`config.mk`:
```
export PLATFORM = sky130hd
export DESIGN_NAME = sincos_fold
export DESIGN_NICKNAME = d
export VERILOG_FILES = /design/src/hw/rtl/sincos_pkg.sv /design/src/hw/rtl/sincos_fold.sv
export SDC_FILE = /design/constraint.sdc
export NUM_CORES = 2
export LEC_CHECK = 0
export BUFFER_PORTS_ARGS = -buffer_cell sky130_fd_sc_hd__buf_2
export CAP_MARGIN = 30
export CORE_AREA = 2 2 254 256
export CTS_BUF_LIST = sky130_fd_sc_hd__clkbuf_8
export DETAILED_ROUTE_END_ITERATION = 10
export DIE_AREA = 0 0 256 258
export PLACE_DENSITY = 0.91
export SETUP_SLACK_MARGIN = 0.3
export SLEW_MARGIN = 20
export SYNTH_ARGS = -nofsm -noshare
export SYNTH_HDL_FRONTEND = slang
export SYNTH_SLANG_ARGS = --single-unit
export TNS_END_PERCENT = 20
```
`constraint.sdc`:
```
create_clock -name clk -period 9.4 [get_ports clk]
set_input_delay 1.41 -clock clk [delete_from_list [all_inputs] [get_ports clk]]
set_output_delay 1.41 -clock clk [all_outputs]
set_load 0.02 [all_outputs]
```
`src/hw/rtl/sincos_pkg.sv`:
```
// Types, constants and the Q30 multiply shared by the sine and cosine pipeline.
// Depends on nothing; every other file of the block but sincos_if imports it.
`default_nettype none

package sincos_pkg;

	localparam int FRAC      = 30;
	localparam int ACC_W     = 33;
	localparam int PROD_W    = 2 * ACC_W;
	localparam int HALF_PI_W = 33;
	localparam int MAX_TERMS = 10;

	typedef logic signed [ACC_W-1:0] acc_t;

	localparam logic [HALF_PI_W-1:0] HALF_PI_Q32 = 33'd6746518852;

	localparam acc_t SIN_COEF [MAX_TERMS] = '{
		33'sd1073741824, -33'sd178956971, 33'sd8947849, -33'sd213044, 33'sd2959,
		-33'sd27, 33'sd0, 33'sd0, 33'sd0, 33'sd0
	};

	localparam acc_t COS_COEF [MAX_TERMS] = '{
		33'sd1073741824, -33'sd536870912, 33'sd44739243, -33'sd1491308, 33'sd26631,
		-33'sd296, 33'sd2, 33'sd0, 33'sd0, 33'sd0
	};

	localparam logic [PROD_W-1:0] RND_HALF = {{(PROD_W-1){1'b0}}, 1'b1} << (FRAC-1);

	typedef struct packed {
		logic valid;
		logic neg_s;
		logic neg_c;
		acc_t x;
		acc_t x2;
		acc_t s;
		acc_t c;
	} horner_word_t;

	// Product of two Q30 values, brought back to Q30 rounding half away from zero.
	function automatic acc_t mul_q30(input acc_t a, input acc_t b);
		logic signed [PROD_W-1:0] prod;
		logic [PROD_W-1:0] mag;
		logic [PROD_W-1:0] rnd;
		prod = PROD_W'(a) * PROD_W'(b);
		mag  = prod[PROD_W-1] ? unsigned'(-prod) : unsigned'(prod);
		rnd  = (mag + RND_HALF) >> FRAC;
		return prod[PROD_W-1] ? -signed'(rnd[ACC_W-1:0]) : signed'(rnd[ACC_W-1:0]);
	endfunction

endpackage

`default_nettype wire

```
`src/hw/rtl/sincos_fold.sv`:
```
// Front end: quadrant fold, scaling to Q30 radians and squaring, three stages.
// Depends on sincos_pkg.
`default_nettype none

module sincos_fold #(
	parameter int PHASE_BITS = 16
) (
	input  wire logic                   clk,
	input  wire logic                   arst_n,
	input  wire logic                   en,
	input  wire logic                   in_valid,
	input  wire logic [PHASE_BITS-1:0]  phase,
	output sincos_pkg::horner_word_t    word
);
	import sincos_pkg::*;

	localparam int A_W = PHASE_BITS - 1;
	localparam int P_W = A_W + HALF_PI_W;
	localparam logic [PHASE_BITS:0] QTR  = (PHASE_BITS+1)'(1) << (PHASE_BITS-2);
	localparam logic [PHASE_BITS:0] HALF = QTR << 1;
	localparam logic [PHASE_BITS:0] TQTR = QTR + HALF;
	localparam logic [PHASE_BITS:0] FULL = QTR << 2;
	localparam logic [P_W-1:0] RND_X = P_W'(1) << (PHASE_BITS-1);

	logic [PHASE_BITS:0] ext;
	logic [PHASE_BITS:0] a_full;
	logic                neg_s_d;
	logic                neg_c_d;
	logic [P_W-1:0]      scaled;

	logic           valid_s1, valid_s2;
	logic [A_W-1:0] a_s1;
	logic           neg_s_s1, neg_c_s1, neg_s_s2, neg_c_s2;
	acc_t           x_s2;

	always_comb begin
		ext     = {1'b0, phase};
		neg_s_d = 1'b0;
		neg_c_d = 1'b0;
		if (ext <= QTR) begin
			a_full = ext;
		end else if (ext <= HALF) begin
			a_full  = HALF - ext;
			neg_c_d = 1'b1;
		end else if (ext <= TQTR) begin
			a_full  = ext - HALF;
			neg_s_d = 1'b1;
			neg_c_d = 1'b1;
		end else begin
			a_full  = FULL - ext;
			neg_s_d = 1'b1;
		end
	end

	assign scaled = P_W'(a_s1) * P_W'(HALF_PI_Q32) + RND_X;

	always_ff @(posedge clk or negedge arst_n) begin
		if (!arst_n) begin
			valid_s1 <= 1'b0;
			valid_s2 <= 1'b0;
			word     <= '0;
		end else if (en) begin
			valid_s1   <= in_valid;
			valid_s2   <= valid_s1;
			word.valid <= valid_s2;
			word.neg_s <= neg_s_s2;
			word.neg_c <= neg_c_s2;
			word.x     <= x_s2;
			word.x2    <= mul_q30(x_s2, x_s2);
			word.s     <= '0;
			word.c     <= '0;
		end
	end

	always_ff @(posedge clk) begin
		if (en) begin
			a_s1     <= a_full[A_W-1:0];
			neg_s_s1 <= neg_s_d;
			neg_c_s1 <= neg_c_d;
			x_s2     <= signed'({2'b00, scaled[PHASE_BITS+30:PHASE_BITS]});
			neg_s_s2 <= neg_s_s1;
			neg_c_s2 <= neg_c_s1;
		end
	end

endmodule

`default_nettype wire

```
Word-level counts from Yosys, hierarchy flattened
Index checks and enable logic that the tools add are counted.
{"block": "word_totals", "out_inout_bits": 135, "register_bits": 119, "input_bits": 20, "elab_cells": 33}
{"block": "classes", "n_addsub": 7, "mul": 2, "muxes": 8, "n_lt_le_gt_ge": 3}
{"operator": "adder 63 x 30 -> 63 bit, second input constant", "count": 1}
{"operator": "two-way mux 63 bit", "count": 1}
{"operator": "negator 62 -> 63 bit", "count": 1}
{"operator": "multiplier 31 x 31 -> 62 bit", "count": 1}
{"operator": "adder 47 x 16 -> 47 bit, second input constant", "count": 1}
{"operator": "multiplier 15 x 31 -> 45 bit, second input constant", "count": 1}
{"operator": "two-way mux 15 bit", "count": 3}
{"operator": "two-way mux 33 bit", "count": 1}
{"operator": "negator 33 bit", "count": 1}
{"operator": "less-or-equal comparator 16 bit, second input constant", "count": 2}
{"operator": "subtractor 1 x 15 -> 15 bit, first input constant", "count": 2}
{"operator": "less-or-equal comparator 16 x 15 -> 1 bit, second input constant", "count": 1}
{"operator": "subtractor 15 x 1 -> 15 bit, second input constant", "count": 1}
{"operator": "two-way mux 1 bit", "count": 3}

Logic depth before layout (Yosys ltp)
{"block": "depth", "depth_word": 6, "ltp_mapped": 33, "depth_no_buf": 29}

Least setup slack after synthesis
No wires, ideal clock.
{"block": "synth_path", "kind": "reg-to-reg", "startpoint": "register x_s2[26]", "endpoint": "register word[96] in the netlist's numbering", "path_stages_with_launch": 32, "arrival_ns": 8.472, "t_required_ns": 9.263, "path_buffers": 4, "slack_ns": 0.791, "setup_time_ns": 0.137, "cell_sequence": "edfxtp_1 clkbuf_1 clkbuf_1 nand2_1 fa_1 fa_1 inv_1 fa_1 inv_1 fa_1 inv_1 fa_1 fa_1 fa_1 inv_1 fa_1 inv_1 ha_1 buf_2 a21oi_1 o21a_1 a21boi_0 nor4b_1 o21ai_0 a31oi_1 xnor2_1 nand4_1 or4b_2 buf_2 nor4b_1 xor2_1 a21oi_1"}
{"block": "synth_via", "elab_chain_cells": 6}
{"item": "start, declared", "line_no": "sincos_fold.sv:34", "source": "acc_t x_s2;"}
{"item": "start signal, assigned", "line_no": "sincos_fold.sv:80", "source": "x_s2 <= signed'({2'b00, scaled[PHASE_BITS+30:PHASE_BITS]});"}
{"item": "multiplier 31 x 31 -> 62 bit (*)", "line_no": "sincos_pkg.sv:44", "source": "prod = PROD_W'(a) * PROD_W'(b);"}
{"item": "negator 62 -> 63 bit", "line_no": "sincos_pkg.sv:45", "source": "mag = prod[PROD_W-1] ? unsigned'(-prod) : unsigned'(prod);"}
{"item": "two-way mux 63 bit (*)", "line_no": "sincos_pkg.sv:45"}
{"item": "adder 63 x 30 -> 63 bit (*)", "line_no": "sincos_pkg.sv:46", "source": "rnd = (mag + RND_HALF) >> FRAC;"}
{"item": "negator 33 bit", "line_no": "sincos_pkg.sv:47", "source": "return prod[PROD_W-1] ? -signed'(rnd[ACC_W-1:0]) : signed'(rnd[ACC_W-1:0]);"}
{"item": "two-way mux 33 bit (*)", "line_no": "sincos_pkg.sv:47"}
{"item": "end, declared", "line_no": "sincos_fold.sv:13", "source": "output sincos_pkg::horner_word_t word"}
Every way passes the cells marked *; elsewhere a longest branch is shown, timed or not.
A chain may end at the register's enable or synchronous reset.

Final worst setup path
{"block": "layout_path", "startpoint": "register x_s2[16]", "endpoint": "register word[95] in the netlist's numbering"}
Same word-level chain as after synthesis.

==> run summary <==
Worst path slowest cell -> fa_1
Clock latency at the later pin of the worst-skew pair -> 0.59 ns
Synth warn -> 0
Crit path capture type -> flip-flop
Clock Path Buffers -> 2
Routed WL per cell -> 20.19 microns
Row count -> 93
Critical Path AT -> 9.43 ns
Syn Area/Cell -> 9.432 sq um
GRT Residual Overflow -> 0
Placer Congestion -> 1.037
Vias per std cell -> 5.832
H-Tree Depth -> 4
Io pins -> 155
P&R area growth vs syn -> 6.212%
Fraction of layout cells with a size suffix above 1 -> 8.288%
Via count -> 30900
Cts bufs inserted -> 17
Critical Path Fanout Max -> 7
Seq/Total Area, Yosys -> 7.923%
Die Span X -> 256 microns
Initial antenna violation count -> 3
Core area -> 0.06365 sq mm
Crit path required time -> 9.90 ns
Post-DP HPWL -> 88060 microns
# nets final -> 5765
Max transition margin -> 37.73%
Largest stage delay, worst path -> 0.61 ns
Vias in the first global route -> 33780
Most frequent CP cell -> fa_1
Flops & latches, synth -> 119
RSZ-0062 raised after global routing -> yes
CTS tree -> built
CP Class -> flip-flop to flip-flop
Die area -> 0.06605 sq mm
# DRC -> 0
Highest Clock Rate -> 112.0 MHz
Initial core utilization -> 64.01%
Drt initial violations -> 3034
Reg clk slew, reported paths -> 0.11 ns
Skew final -> 0.02633 ns
Worst Tran Pin Value -> 0.9195 ns
Status -> complete, no violations
Largest net degree at the start of global routing -> 94
Chip height -> 258 microns
Routed Antenna Nets -> 0
Hold_buf cts -> 0
Fin. max-slew vios -> 0
Syn Inst Count -> 4320
Number of synthesized flops with an enable pin -> 50
Clk sink count -> 119
Final wirelength -> 107000 microns
GRT Total Usage -> 33.37%
Drt first pass iters -> 7
Main synth FF type -> dfrtp_1
First-pass GRT wire length -> 172200 microns
Fin crit share -> 94.99%
Fin. Hold Viols -> 0
Port buffer count -> 86
Final setup viols -> 0
Final setup TNS -> 0 ns
Post-synth cell types -> 85
Startpoint Class -> flip-flop
Clk root buf -> clkbuf_8
Place WS -> 0.06576 ns
Tmin final -> 8.929 ns
Syn Std Cell Area -> 0.04075 sq mm
Max-cap violations -> 0
HP Class -> flip-flop to flip-flop
Post-route setup slack -> 0.4713 ns
Async SR Flop Fraction -> 57.98%
-- state kept, by name, indices dropped and copies added (netlist names) --
| signal | cells |
|---|---|
| neg_s_s1 | 1 |
| neg_s_s2 | 1 |
| valid_s2 | 1 |
| a_s1 | 15 |
| x_s2 | 31 |
| word | 67 |
| valid_s1 | 1 |
| neg_c_s1 | 1 |
| neg_c_s2 | 1 |
-- final timing paths --
path | from | endpoint | slack (ns) | cells past startpoint
worst max-delay path | x_s2[16]$_DFFE_PP_ | word[95]$_DFFE_PN0P_ | 0.47 | 25
worst min-delay path | neg_s_s1$_SDFFCE_PP0P_ | neg_s_s2$_DFFE_PP_ | 0.44 | 0
worst max register to register | x_s2[16]$_DFFE_PP_ | word[95]$_DFFE_PN0P_ | 0.47 | 25
worst min register to register | neg_s_s1$_SDFFCE_PP0P_ | neg_s_s2$_DFFE_PP_ | 0.44 | 0
max in group asynchronous | arst_n | word[112]$_DFFE_PN0P_ | 7.58 | 2
min in group asynchronous | arst_n | word[105]$_DFFE_PN0P_ | 0.66 | 1
-- timing repair --
item | CTS | global route
pin swaps | 0 | 9
endpoints found under the hold margin | 0 | 0
resized for setup | 1 | 48
endpoints found under the setup margin | 9 | 24
buffers inserted | 29 | 23
-- area by class of cell --
cell class	instances	area, sq um
Timing Repair Buffer	228	1677
Multi-Input combinational cell	2954	32730
Tap cell	855	1070
Fill cell	4411	20370
Sequential cell	119	3228
Antenna cell	3	7.507
Inverter	1107	4159
Clock inverter	15	171.4
Clock buffer	17	234.0
-- worst max-delay path: cells and delay by family (launching register included) --
kind | cells | cell delay, ns
compound gates | 3 | 0.69
xor+xnor | 1 | 0.09
fa+ha+maj | 9 | 4.56
buf+inv | 4 | 0.53
flops | 1 | 0.56
mux | 1 | 0.26
simple gates | 7 | 2.11
-- synthesized netlist by cell type, drive strengths merged (37+ instances only) --
cell type / instances / area (sq um)
dfrtp: 69 / 1727
xor2: 60 / 525.5
clkbuf: 128 / 480.5
nor3: 48 / 245.2
a21oi: 139 / 699.4
buf: 79 / 571.8
nand4: 37 / 237.7
nor2: 166 / 623.1
fa: 884 / 17700
and2: 194 / 1214
nand2: 377 / 1415
nand3: 39 / 195.2
xnor2: 86 / 753.2
o21ai: 69 / 345.3
inv: 1106 / 4151
ha: 434 / 5430
mux2: 43 / 484.2
edfxtp: 50 / 1501
-- cells in the final DEF, fill, tap and decap left out, drive strengths merged, types with 86 or more instances in the layout --
cell type	netlist	layout
nor2	166	166
a21oi	139	139
xnor2	86	86
fa	884	884
ha	434	434
nand2	377	377
buf	79	228
and2	194	194
inv	1106	1110
-- metal layers --
layer | wire length [microns] | GRT usage (%) | part of all wire [%]
met1 | 36510 | 38.60 | 34
met2 | 51220 | 55.50 | 48
met3 | 10690 | 8.697 | 10
met4 | 8568 | 21.44 | 8.0
met5 | 0 | 0 | 0
-- cells by family after synthesis --
kind of cell / share of synthesized area (%)
simple gates: 11.98
fa+ha+maj: 56.76
compound gates: 5.930
buf+inv: 12.78
flops: 7.923
mux: 1.483
xor+xnor: 3.138
other cells: 0.009204
-- per-stage QoR --
step	utilization (%)	cell area [sq um]	instances	hold slack, ns
after global routing	67.98	43270	5295	0.4551
after global placement	66.28	42180	5210	0.4034
after floorplan	-	41000	4387	0.4003
after CTS	67.34	42860	5271	0.4378
final	67.99	43280	5298	0.4350
after detailed placement	66.28	42180	5210	0.4166
Power is left out: the tool's default activity adds up to more than one toggle a clock period on the data nets, which glitch-free logic cannot reach.
