File: config.mk
export PLATFORM = sky130hd
export DESIGN_NAME = sincos_out
export DESIGN_NICKNAME = d
export VERILOG_FILES = /design/src/hw/rtl/sincos_pkg.sv /design/src/hw/rtl/sincos_out.sv
export SDC_FILE = /design/constraint.sdc
export NUM_CORES = 2
export LEC_CHECK = 0
export ABC_AREA = 1
export BUFFER_PORTS_ARGS = -buffer_cell sky130_fd_sc_hd__buf_2
export CELL_PAD_IN_SITES_DETAIL_PLACEMENT = 0
export CELL_PAD_IN_SITES_GLOBAL_PLACEMENT = 1
export CORE_UTILIZATION = 53
export DETAILED_ROUTE_END_ITERATION = 12
export GPL_TIMING_DRIVEN = 1
export PLACE_DENSITY = 0.91
export SYNTH_ARGS = -nofsm -noshare
export SYNTH_HDL_FRONTEND = slang
export SYNTH_SLANG_ARGS = --single-unit
File: constraint.sdc
create_clock -name clk -period 10.15 [get_ports clk]
set_input_delay 2.03 -clock clk [delete_from_list [all_inputs] [get_ports clk]]
set_output_delay 2.03 -clock clk [all_outputs]
set_load 0.05 [all_outputs]
File: src/hw/rtl/sincos_pkg.sv
// Types, constants and the Q30 multiply shared by the sine and cosine pipeline.
// Depends on nothing; every other file of the block but sincos_if imports it.
`default_nettype none

package sincos_pkg;

	localparam int FRAC      = 30;
	localparam int ACC_W     = 33;
	localparam int PROD_W    = 2 * ACC_W;
	localparam int HALF_PI_W = 33;
	localparam int MAX_TERMS = 10;

	typedef logic signed [ACC_W-1:0] acc_t;

	localparam logic [HALF_PI_W-1:0] HALF_PI_Q32 = 33'd6746518852;

	localparam acc_t SIN_COEF [MAX_TERMS] = '{
		33'sd1073741824, -33'sd178956971, 33'sd8947849, -33'sd213044, 33'sd2959,
		-33'sd27, 33'sd0, 33'sd0, 33'sd0, 33'sd0
	};

	localparam acc_t COS_COEF [MAX_TERMS] = '{
		33'sd1073741824, -33'sd536870912, 33'sd44739243, -33'sd1491308, 33'sd26631,
		-33'sd296, 33'sd2, 33'sd0, 33'sd0, 33'sd0
	};

	localparam logic [PROD_W-1:0] RND_HALF = {{(PROD_W-1){1'b0}}, 1'b1} << (FRAC-1);

	typedef struct packed {
		logic valid;
		logic neg_s;
		logic neg_c;
		acc_t x;
		acc_t x2;
		acc_t s;
		acc_t c;
	} horner_word_t;

	// Product of two Q30 values, brought back to Q30 rounding half away from zero.
	function automatic acc_t mul_q30(input acc_t a, input acc_t b);
		logic signed [PROD_W-1:0] prod;
		logic [PROD_W-1:0] mag;
		logic [PROD_W-1:0] rnd;
		prod = PROD_W'(a) * PROD_W'(b);
		mag  = prod[PROD_W-1] ? unsigned'(-prod) : unsigned'(prod);
		rnd  = (mag + RND_HALF) >> FRAC;
		return prod[PROD_W-1] ? -signed'(rnd[ACC_W-1:0]) : signed'(rnd[ACC_W-1:0]);
	endfunction

endpackage

`default_nettype wire

File: src/hw/rtl/sincos_out.sv
// Back end: final multiply of the sine series by the angle, then rounding to the
// output format, quadrant signs and saturation. Depends on sincos_pkg.
`default_nettype none

module sincos_out #(
	parameter int OUT_BITS = 16
) (
	input  wire logic                       clk,
	input  wire logic                       arst_n,
	input  wire logic                       en,
	input  sincos_pkg::horner_word_t        word_prev,
	output logic                            out_valid,
	output logic signed [OUT_BITS-1:0]      sine,
	output logic signed [OUT_BITS-1:0]      cosine
);
	import sincos_pkg::*;

	localparam int R_W = ACC_W + 2;
	localparam int SHR = (OUT_BITS - 1 < FRAC) ? FRAC - OUT_BITS + 1 : 1;
	localparam logic signed [R_W-1:0] MAX_V = signed'((R_W'(1) << (OUT_BITS-1)) - R_W'(1));
	localparam logic signed [R_W-1:0] MIN_V = -MAX_V - R_W'(1);
	localparam logic [ACC_W-1:0] RND_O = ACC_W'(1) << (SHR-1);

	function automatic logic signed [OUT_BITS-1:0] to_out(input acc_t v, input logic neg);
		logic [ACC_W-1:0]        mag;
		logic [ACC_W-1:0]        rnd;
		logic signed [R_W-1:0]   r;
		mag = v[ACC_W-1] ? unsigned'(-v) : unsigned'(v);
		rnd = (mag + RND_O) >> SHR;
		if (OUT_BITS - 1 < FRAC) begin
			r = v[ACC_W-1] ? -signed'(R_W'(rnd)) : signed'(R_W'(rnd));
		end else if (OUT_BITS - 1 == FRAC) begin
			r = R_W'(v);
		end else begin
			r = R_W'(v) <<< 1;
		end
		if (neg) begin
			r = -r;
		end
		if (r > MAX_V) begin
			r = MAX_V;
		end else if (r < MIN_V) begin
			r = MIN_V;
		end
		return r[OUT_BITS-1:0];
	endfunction

	logic valid_s1;
	logic neg_s_s1, neg_c_s1;
	acc_t s_s1, c_s1;

	always_ff @(posedge clk or negedge arst_n) begin
		if (!arst_n) begin
			valid_s1  <= 1'b0;
			out_valid <= 1'b0;
		end else if (en) begin
			valid_s1  <= word_prev.valid;
			out_valid <= valid_s1;
		end
	end

	always_ff @(posedge clk) begin
		if (en) begin
			s_s1     <= mul_q30(word_prev.s, word_prev.x);
			c_s1     <= word_prev.c;
			neg_s_s1 <= word_prev.neg_s;
			neg_c_s1 <= word_prev.neg_c;
			sine     <= to_out(s_s1, neg_s_s1);
			cosine   <= to_out(c_s1, neg_c_s1);
		end
	end

endmodule

`default_nettype wire

# After elaboration in Yosys (flattened, before gate mapping)
# Cells that the tools add are included.
[totals]
reg_bits = 102
[classes]
order_cmp = 4
n_mul = 1
add_sub_neg = 11
muxes = 14
[ops]
columns = ["op", "count"]
rows = [
  ["$mux 35", 8],
  ["$mux 33", 3],
  ["$neg 33->33", 3],
  ["$gt 35x16->1 const B", 2],
  ["$lt 35x16->1 const B", 2],
  ["$neg 18->35", 2],
  ["$neg 35->35", 2],
  ["$add 33x15->33 const B", 2],
  ["$mul 33x33->66", 1],
  ["$add 63x30->63 const B", 1],
  ["$mux 63", 1],
  ["$neg 63->63", 1],
  ["$mux 16", 2],
]

# Depth between registers and ports, before layout
[depth]
word_depth = 11
ltp_mapped = 58

# Worst setup path before layout
# Ideal clock, no wire load.
[synth_path]
kind = "input to register"
start = "input word_prev[65] (netlist bit)"
end = "register s_s1[27], data pin"
setup_time_ps = 249
stages = 44
setup_slack_ps = -1346
arrival_time_ps = 11247
cell_sequence = "clkbuf_1 > clkbuf_1 > nand2_1 > inv_1 > fa_1 > inv_1 > fa_1 > inv_1 > fa_1 > fa_1 > inv_1 > fa_1 > inv_1 > fa_1 > fa_1 > inv_1 > fa_1 > inv_1 > (+8 left out) > nand3_1 > nand2_1 > ha_1 > inv_1 > nor2_1 > nand3_1 > nand2_1 > inv_2 > nor2_1 > nand2_1 > nor2_2 > nand3b_2 > nor2_4 > nand3_4 > o21ai_2 > nand3_1 > nand2_1 > inv_1"
[synth_via]
elab_chain_len = 6
[synth_rtl]
columns = ["item", "line", "rtl"]
rows = [
  ["from (decl)", "sincos_out.sv:11", "input sincos_pkg::horner_word_t word_prev,"],
  ["$mul 33x33->66 *", "sincos_pkg.sv:44", "prod = PROD_W'(a) * PROD_W'(b);"],
  ["$neg 63->63", "sincos_pkg.sv:45", "mag = prod[PROD_W-1] ? unsigned'(-prod) : unsigned'(prod);"],
  ["$mux 63", "sincos_pkg.sv:45", ""],
  ["$add 63x30->63", "sincos_pkg.sv:46", "rnd = (mag + RND_HALF) >> FRAC;"],
  ["$neg 33->33", "sincos_pkg.sv:47", "return prod[PROD_W-1] ? -signed'(rnd[ACC_W-1:0]) : signed'(rnd[ACC_W-1:0]);"],
  ["$mux 33 *", "sincos_pkg.sv:47", ""],
  ["to (signal assigned)", "sincos_out.sv:64", "s_s1 <= mul_q30(word_prev.s, word_prev.x);"],
  ["to (decl)", "sincos_out.sv:50", "acc_t s_s1, c_s1;"],
]
# Every way passes the cells marked *; elsewhere a longest branch is shown, timed or not.
# A chain may end at the register's enable or synchronous reset.

# Final worst setup path
[layout_path]
start = "input word_prev[65] (netlist bit)"
end = "register s_s1[32], data pin"
# Same word-level chain as after synthesis.

==> impl_metrics.csv <==
group,metric,value,unit
sta,rsz0062_at_grt,"yes",
global_routing,grt_pass1_wl,259300,um
setup_path,slowest_delay,0.57,ns
global_routing,met2_usage,54.25,%
setup_path,crit_required,10.29,ns
global_routing,overflow,0,
global_routing,met1_usage,42.55,%
cells_and_area,drive_gt1_share,22.78,%
flow_run,cap_viol_max_count,0,
sta,finalSetupViolations,27,
floorplanning,dieArea,0.1035,mm2
cells_and_area,final_nets,9782,
sta,worst_slack,-0.5789,ns
place,place_congestion,0.9470,
global_routing,met3_usage,3.590,%
sta,report.final.slew_viol_count,0,
cts,cts_tree,"built",
run_status,violations,"negative setup slack",
floorplanning,io_pins,171,
synthesis,postSynthAreaPerCell,7.189,um2
cells_and_area,syn2layout_area_growth,22.40,%
routing,vias_per_cell,5.008,
synthesis,synth-warning-count,0,
setup_path,timing.rr.end,"sine[12]$_SDFFCE_PN1P_",
place,io_buffers,137,
setup_path,cp-start-kind,"primary input",
cts,cts_buffers,9,
floorplanning,die-width,321.7,um
setup_path,cp.arrival,10.87,ns
floorplanning,num_rows,116,
setup_path,path_delay_family,"adder cells",
global_routing,grt_pass1_vias,49890,
sta,finalCritPeriodShare,105.7,%
routing,routedWlPerCell,16.50,um
routing,drt-total-wl,159100,um
synthesis,synth_top_area_share,42.30,%
setup_path,crit_fanout,8,
sta,skew,0.01791,ns
setup_path,cp_slowest_cell,"fa_1",
synthesis,yosysTopAreaCell,"fa_1",
synthesis,synth.distinct_cells,59,
setup_path,r2r_slack,5.07,ns
synthesis,synth_seq_cells,102,
cells_and_area,fillCellCount,8775,
min_path,hold_depth,2,
global_routing,grt_max_degree,77,
routing,firstDrtPassIters,6,
min_path,hp-start,"valid_s1$_DFFE_PN0P_",
sta,min_period,10.73,ns
floorplanning,fp.dieH,321.7,um
sta,worst_pin_slew,0.9550,ns
routing,via_count,48280,
synthesis,synth.area.top_cells,"fa_1 42%, nand2_1 16%, inv_1 15%, edfxtp_1 5.5%, ha_1 5.2%",
place,dp_hpwl,138500,um
cells_and_area,stdcell_area,0.06632,mm2
synthesis,yosysSeqAreaShare,5.634,%
cts,clk_latency,0.38,ns
global_routing,grt_usage,31.63,%
cts,clock-root-buffer,"clkbuf_16",
setup_path,end_kind,"flop",
setup_path,r2r-start,"s_s1[32]$_DFFE_PP_",
sta,hold_viol,0,
min_path,hold_end,"out_valid$_DFFE_PN0P_",
setup_path,crit_type,"in -> reg",
routing,drt-initial-drc-count,3445,
synthesis,synthCells,7537,
floorplanning,start_util,53.79,%
min_path,worstHoldPathType,"reg -> reg",
global_routing,antenna_found_initial,3,
setup_path,reg2reg_depth,25,
routing,antenna_left,0,
routing,drc_errors,0,
cts,clk_pin_slew,0.09,ns
synthesis,syn_nets,9045,
synthesis,synth_area,0.05418,mm2
sta,max-slew-margin-rel,36.34,%
global_routing,grt.busiest_layer,"met2",
place,placedInstanceArea,0.06237,mm2
cts,clock_path_buffers,2,
setup_path,critPathBufInv,17,
cts,cts.sinks,102,
cts,htree_levels,3,
run_status,status,"finished with violations",
floorplanning,placeableCoreArea,0.1007,mm2
sta,fmaxAchievable,0.09321,GHz
[Yosys cell counts, drive strengths merged]
| library cell | n |
|---|---|
| nand2 | 2447 |
| inv | 2125 |
| fa | 1145 |
| nor2 | 468 |
| nand3 | 282 |
| clkbuf | 267 |
| ha | 225 |
| nand4 | 112 |
| edfxtp | 100 |
| xor2 | 66 |
| a21oi | 64 |
| o21ai | 46 |
| nand3b | 34 |
| buf | 26 |
| xnor2 | 26 |
| nor3 | 24 |
| or2 | 20 |
| and2 | 12 |
| nor4 | 11 |
| clkinv | 10 |
| o21bai | 9 |
| o211ai | 4 |
| a21o | 3 |
| dfrtp | 2 |
| o31ai | 2 |
| a211oi | 1 |
| a31oi | 1 |
| and3 | 1 |
| o21a | 1 |
| o311ai | 1 |
| o41ai | 1 |
| or4 | 1 |
[repair_timing]
action                     CTS  global route
buffers inserted            32            65
pin swaps                  137           218
hold buffers                 0             0
cloned                       4             1
setup endpoints to repair   29            31
gates resized for setup    398           356
[final cells by class]
type	count	area (um2)	area share, %
flip-flops and latches	102	3053	4.603
clock buffers	9	225.2	0.3396
inverters	2135	8050	12.14
diodes	5	12.51	0.01887
multi-input cells	5008	44700	67.40
repair buffers	1018	8483	12.79
clock inverters	7	100.1	0.1509
well taps	1357	1698	2.560
[metrics by stage]
| step | worst slack, ns | TNS [ns] | std cells | hold WS [ns] | util [%] |
|---|---|---|---|---|---|
| 5_1_grt | -0.9802 | -19.63 | 9639 | 0.5377 | 65.84 |
| 3_5_place_dp | -1.415 | -34.64 | 9519 | 0.5049 | 61.92 |
| 3_3_place_gp | -1.345 | -30.63 | 9519 | 0.4934 | 61.92 |
| 6_report | -0.5789 | -10.51 | 9641 | 0.5266 | 65.84 |
| 4_1_cts | -0.4794 | -7.754 | 9571 | 0.5229 | 64.01 |
| 2_1_floorplan | -0.4033 | -6.598 | 7537 | 0.4777 | - |
[flip-flops by register name, indices dropped and copies added, names as in the netlist]
name,flops
out_valid,1
neg_s_s1,1
sine,16
valid_s1,1
neg_c_s1,1
c_s1,33
s_s1,33
cosine,16
[metal layers]
metal,routed length (um),part of all wire (%),up-vias
met3,10380,6.5,285
met5,0,0,-
met1,66460,42,23610
li1,-,-,22850
met4,4671,2.9,0
met2,77560,49,1541
[worst max-delay path by stage]
stage                   from                 end  slack (ns)  depth (start not counted)
6_report       word_prev[65]  s_s1[32]$_DFFE_PP_       -0.58                         49
5_1_grt        word_prev[57]  s_s1[29]$_DFFE_PP_       -0.98                         52
4_1_cts        word_prev[65]  s_s1[29]$_DFFE_PP_       -0.48                         53
3_5_place_dp   word_prev[65]  s_s1[30]$_DFFE_PP_       -1.41                         43
3_3_place_gp   word_prev[56]  s_s1[30]$_DFFE_PP_       -1.35                         45
2_1_floorplan  word_prev[65]  s_s1[32]$_DFFE_PP_       -0.40                         47
[kinds of logic (layout without fill, tap and decap cells)]
group,Yosys count,count (layout),synth area share (%)
and+or+nand+nor,3412,3413,26.87
buffers and inverters,2428,3169,17.02
adders and majority gates,1370,1370,47.50
AOI/OAI and AO/OA,133,133,1.392
DFF,102,102,5.634
xor gates and xnor gates,92,92,1.577
other,0,5,0
[layout by cell type (no fill, tap or decap), types with 42 or more instances in the layout]
cell type,instances
nand2_1,2125
inv_1,2055
fa_1,1113
buf_4,807
nand2_2,265
nor2_1,237
nand3_1,213
ha_1,187
nor2_2,126
nand4_1,111
nor2_4,103
edfxtp_1,100
buf_2,91
buf_12,64
inv_2,61
xor2_1,60
nand2_4,54
nand3_2,52
buf_6,42
[worst min-delay path: stages, from the launching register on]
cell	delay [ns]
dfrtp_1	0.37
inv_1	0.07
a21oi_1	0.06
Power is left out: the tool's default activity adds up to more than one toggle a clock period on the data nets, which glitch-free logic cannot reach.
